`src/rtl/apf_ram.sv`:
```
// generic single write port ram with registered read
module apf_ram #(
    parameter int WIDTH = 8,
    parameter int DEPTH = 16,
    localparam int AW = (DEPTH > 1) ? $clog2(DEPTH) : 1
) (
    input  logic             clk,
    input  logic             we,
    input  logic [AW-1:0]    waddr,
    input  logic [WIDTH-1:0] wdata,
    input  logic [AW-1:0]    raddr,
    output logic [WIDTH-1:0] rdata
);

    logic [WIDTH-1:0] mem [DEPTH];

    always_ff @(posedge clk)
    begin
        if (we)
        begin
            mem[waddr] <= wdata;
        end
        rdata <= mem[raddr];
    end

endmodule

```
`config.mk`:
```
export PLATFORM = sky130hd
export DESIGN_NAME = apf_ram
export DESIGN_NICKNAME = d
export VERILOG_FILES = /design/src/rtl/apf_ram.sv
export SDC_FILE = /design/constraint.sdc
export NUM_CORES = 1
export LEC_CHECK = 0
export BUFFER_PORTS_ARGS = -buffer_cell sky130_fd_sc_hd__buf_4
export CELL_PAD_IN_SITES_DETAIL_PLACEMENT = 0
export CELL_PAD_IN_SITES_GLOBAL_PLACEMENT = 2
export CORE_MARGIN = 2
export CORE_UTILIZATION = 48
export DETAILED_ROUTE_END_ITERATION = 10
export HOLD_SLACK_MARGIN = 0.05
export PLACE_DENSITY = 0.74
export RECOVER_POWER = 50
export SYNTH_ARGS = -nofsm -noshare
export SYNTH_HDL_FRONTEND = slang
export SYNTH_SLANG_ARGS = --single-unit
```
`constraint.sdc`:
```
create_clock -name clk -period 2.5 [get_ports clk]
set_input_delay 0.5 -clock clk [delete_from_list [all_inputs] [get_ports clk]]
set_output_delay 0.5 -clock clk [all_outputs]
set_load 0.005 [all_outputs]
```
==> results.md <==
* Syn Area/Cell at 22.5 um^2
* Area of the mapped netlist at 5150 um^2
* Design Area, Final at 6210 um^2
* Met3 usage at 5.15%
* Portion of total power attributed to the clock network at 47.3%
* Clock sink total at 136
* Max-slew headroom at 53.4%
* Antenna Cells at 0
* Syn-to-layout area delta at 20.6%
* Cell Pwr Density at 858 nW/um^2
* Max-cap violations at 0
* Remaining DRCs at 0
* Iter 0 DRT Violations at 158
* Leakage at 2.11 nW
* WL final at 9.67 mm
* Hold Path Class: primary input to register
* Routed vias/inst at 5.65
* Post-route ant nets at 0
* Final Slew Violations at 0
* Cell Rows at 37
* Final nets at 306
* Area of placed instances at 5630 um^2
* Clk slew on worst S/H paths at 0.06 ns
* Layout cell share with drive strength beyond 1 at 29.9%
* Die Ht at 108 um
* FMAX at 664 MHz
* Post-synthesis register bit count at 136
* Ports at 26
* Postcts setup bufs at 0
* Starting Density at 49.6%
* Hold Path Cell Cnt at 1
* RSZ-0062 raised after global routing: false
* Total grt overflow at 0
* Ys Warns at 0
* Largest net degree at the start of global routing at 33
* Root buf cell: clkbuf_8
* Tot GR Track Use at 18.5%
* Critical Path RT at 2.89 ns
* Yosys cell types at 19
* First drt pass iteration count at 4
* CTS Hold Bufs at 0
* Routed wire length per instance at 22.1 um
* Sequential share of power at 48.1%
* Antenna violations before repair at 0
* Period utilisation layout at 60.2%
* Port Buffer Count at 25
* Placed cell count at 405
* Hold WS at 0.503 ns
* Worst r2r path cells at 3
* Crit path kind: primary input to register
* # resized after CTS at 0
* Met1 Use GR at 26.5%
* First-pass GRT wire length at 14.6 mm
* CTS tree: done
* Clock Latency Late Sink at 0.51 ns
* CTS Buf Count at 17
* Synthesized Nets at 247
* Switching fraction of total power at 19.5%
* Final setup vio count at 0
* Internal Power at 4.29 mW
* Core Box Area at 10400 um^2
* Slew @ Worst Pin at 0.700 ns
* Dpl hpwl at 5.87 mm
* Worst vdd ir at 460 uV
* Non-Filler Instances at 437
* Endpoints failing hold at 0
* Skew final at 0.00837 ns
* CTS Buffer Depth at 2
* Met2 Use GR at 27.8%
* Fin Setup TNS at 0 ns
* Status: finished, final reports clean
* Vias in the first global route at 2463
* Most Used Layer, Global Route: met2
* Final Util at 59.9%
* Die Wd at 108 um
* H-tree levels at 4
* Vias at 2469
* Net Switching at 1.04 mW
* Crit path DAT at 1.90 ns
* Fillers at 776
* Crit-path max FO at 12
* Logic pwr share at 4.6%
* Die area at 11600 um^2
* Worst Setup Start Kind: primary input
* Mapped Cells at 229
* Crit. End Element: register
* Min cycle time layout at 1.51 ns
* RePlAce Congestion at 0.719
* Sequential area share after synthesis at 77.8%
==> metal layers <==
layer / wire [um] / vias to the layer above
met5: 0 / -
met4: 129 / 0
met3: 536 / 13
met2: 4590 / 86
met1: 4420 / 1274
li1: - / 1096
==> placed cells by master (no fill, tap or decap) <==
master	instances
edfxtp_1	128
buf_4	38
mux4_2	18
a22oi_1	16
clkbuf_16	16
mux4_1	14
nor2_1	13
clkbuf_1	11
nand2_1	9
dfxtp_1	8
clkbuf_8	5
nor3_1	4
clkinvlp_4	4
bufinv_16	3
nand3b_1	2
nand2b_1	2
clkinv_4	2
buf_12	2
nor2b_1	1
and2_1	1
and2b_1	1
nand3_1	1
or3b_2	1
clkinv_2	1
==> critical path: stages <==
cell	delay, ns
buf_4	0.25
buf_12	0.19
mux4_1	0.54
a22oi_1	0.32
nand2_1	0.09
==> synth_stat cells (all sizes together) <==
cell type,n,area share [%]
and2b,1,0.15
nor3,4,0.39
clkdlybuf4s25,3,0.58
nand2,9,0.66
mux4,32,15
dfxtp,8,3.1
nor2,13,0.95
a22oi,16,2.3
buf,7,1.1
nor2b,1,0.12
or3b,1,0.17
edfxtp,128,75
nand3,1,0.097
nand2b,2,0.24
and2,1,0.12
nand3b,2,0.29
==> per-stage QoR <==
step | power (mW) | setup WS [ns]
after floorplan | 2.74 | 0.507
after global placement | 2.86 | 0.472
after detailed placement | 2.86 | 0.482
after CTS | 5.38 | 1.00
after global routing | 5.49 | 0.951
final | 5.33 | 0.994
==> area by class of cell <==
type                       count  area, um^2  area share, %
multi-input combinational     83        1060           17.0
clock buffer                  22         473           7.62
timing repair buffer          50         363           5.84
sequential                   136        4000           64.5
tap                          136         170           2.74
clock inverter                10         143           2.30
==> power groups by stage <==
stage / clock network [mW] / logic [mW] / registers [mW]
after floorplan: 0 / 0.129 / 2.61
after global placement: 0 / 0.251 / 2.61
after detailed placement: 0 / 0.255 / 2.61
after CTS: 2.56 / 0.256 / 2.56
after global routing: 2.66 / 0.267 / 2.57
final: 2.52 / 0.246 / 2.56
==> sequential cells by signal, indices dropped and copies added (netlist names) <==
| register | flops |
|---|---|
| mem | 128 |
| rdata | 8 |
==> path summary, 6_finish.rpt <==
kind / start / slack [ns] / to
setup / recovery: raddr[0] / 0.99 / rdata[2]
hold / removal: wdata[7] / 0.50 / mem[2][7]
setup reg to reg: mem[3][6] / 1.06 / rdata[6]
hold reg to reg: mem[14][3] / 0.66 / rdata[3]
==> kinds of logic after synthesis <==
group | synth area share (%)
simple gates | 3.18
compound gates | 2.33
mux | 15.0
flops | 77.8
buf+inv | 1.68
Power figures use the tool's default switching activity.
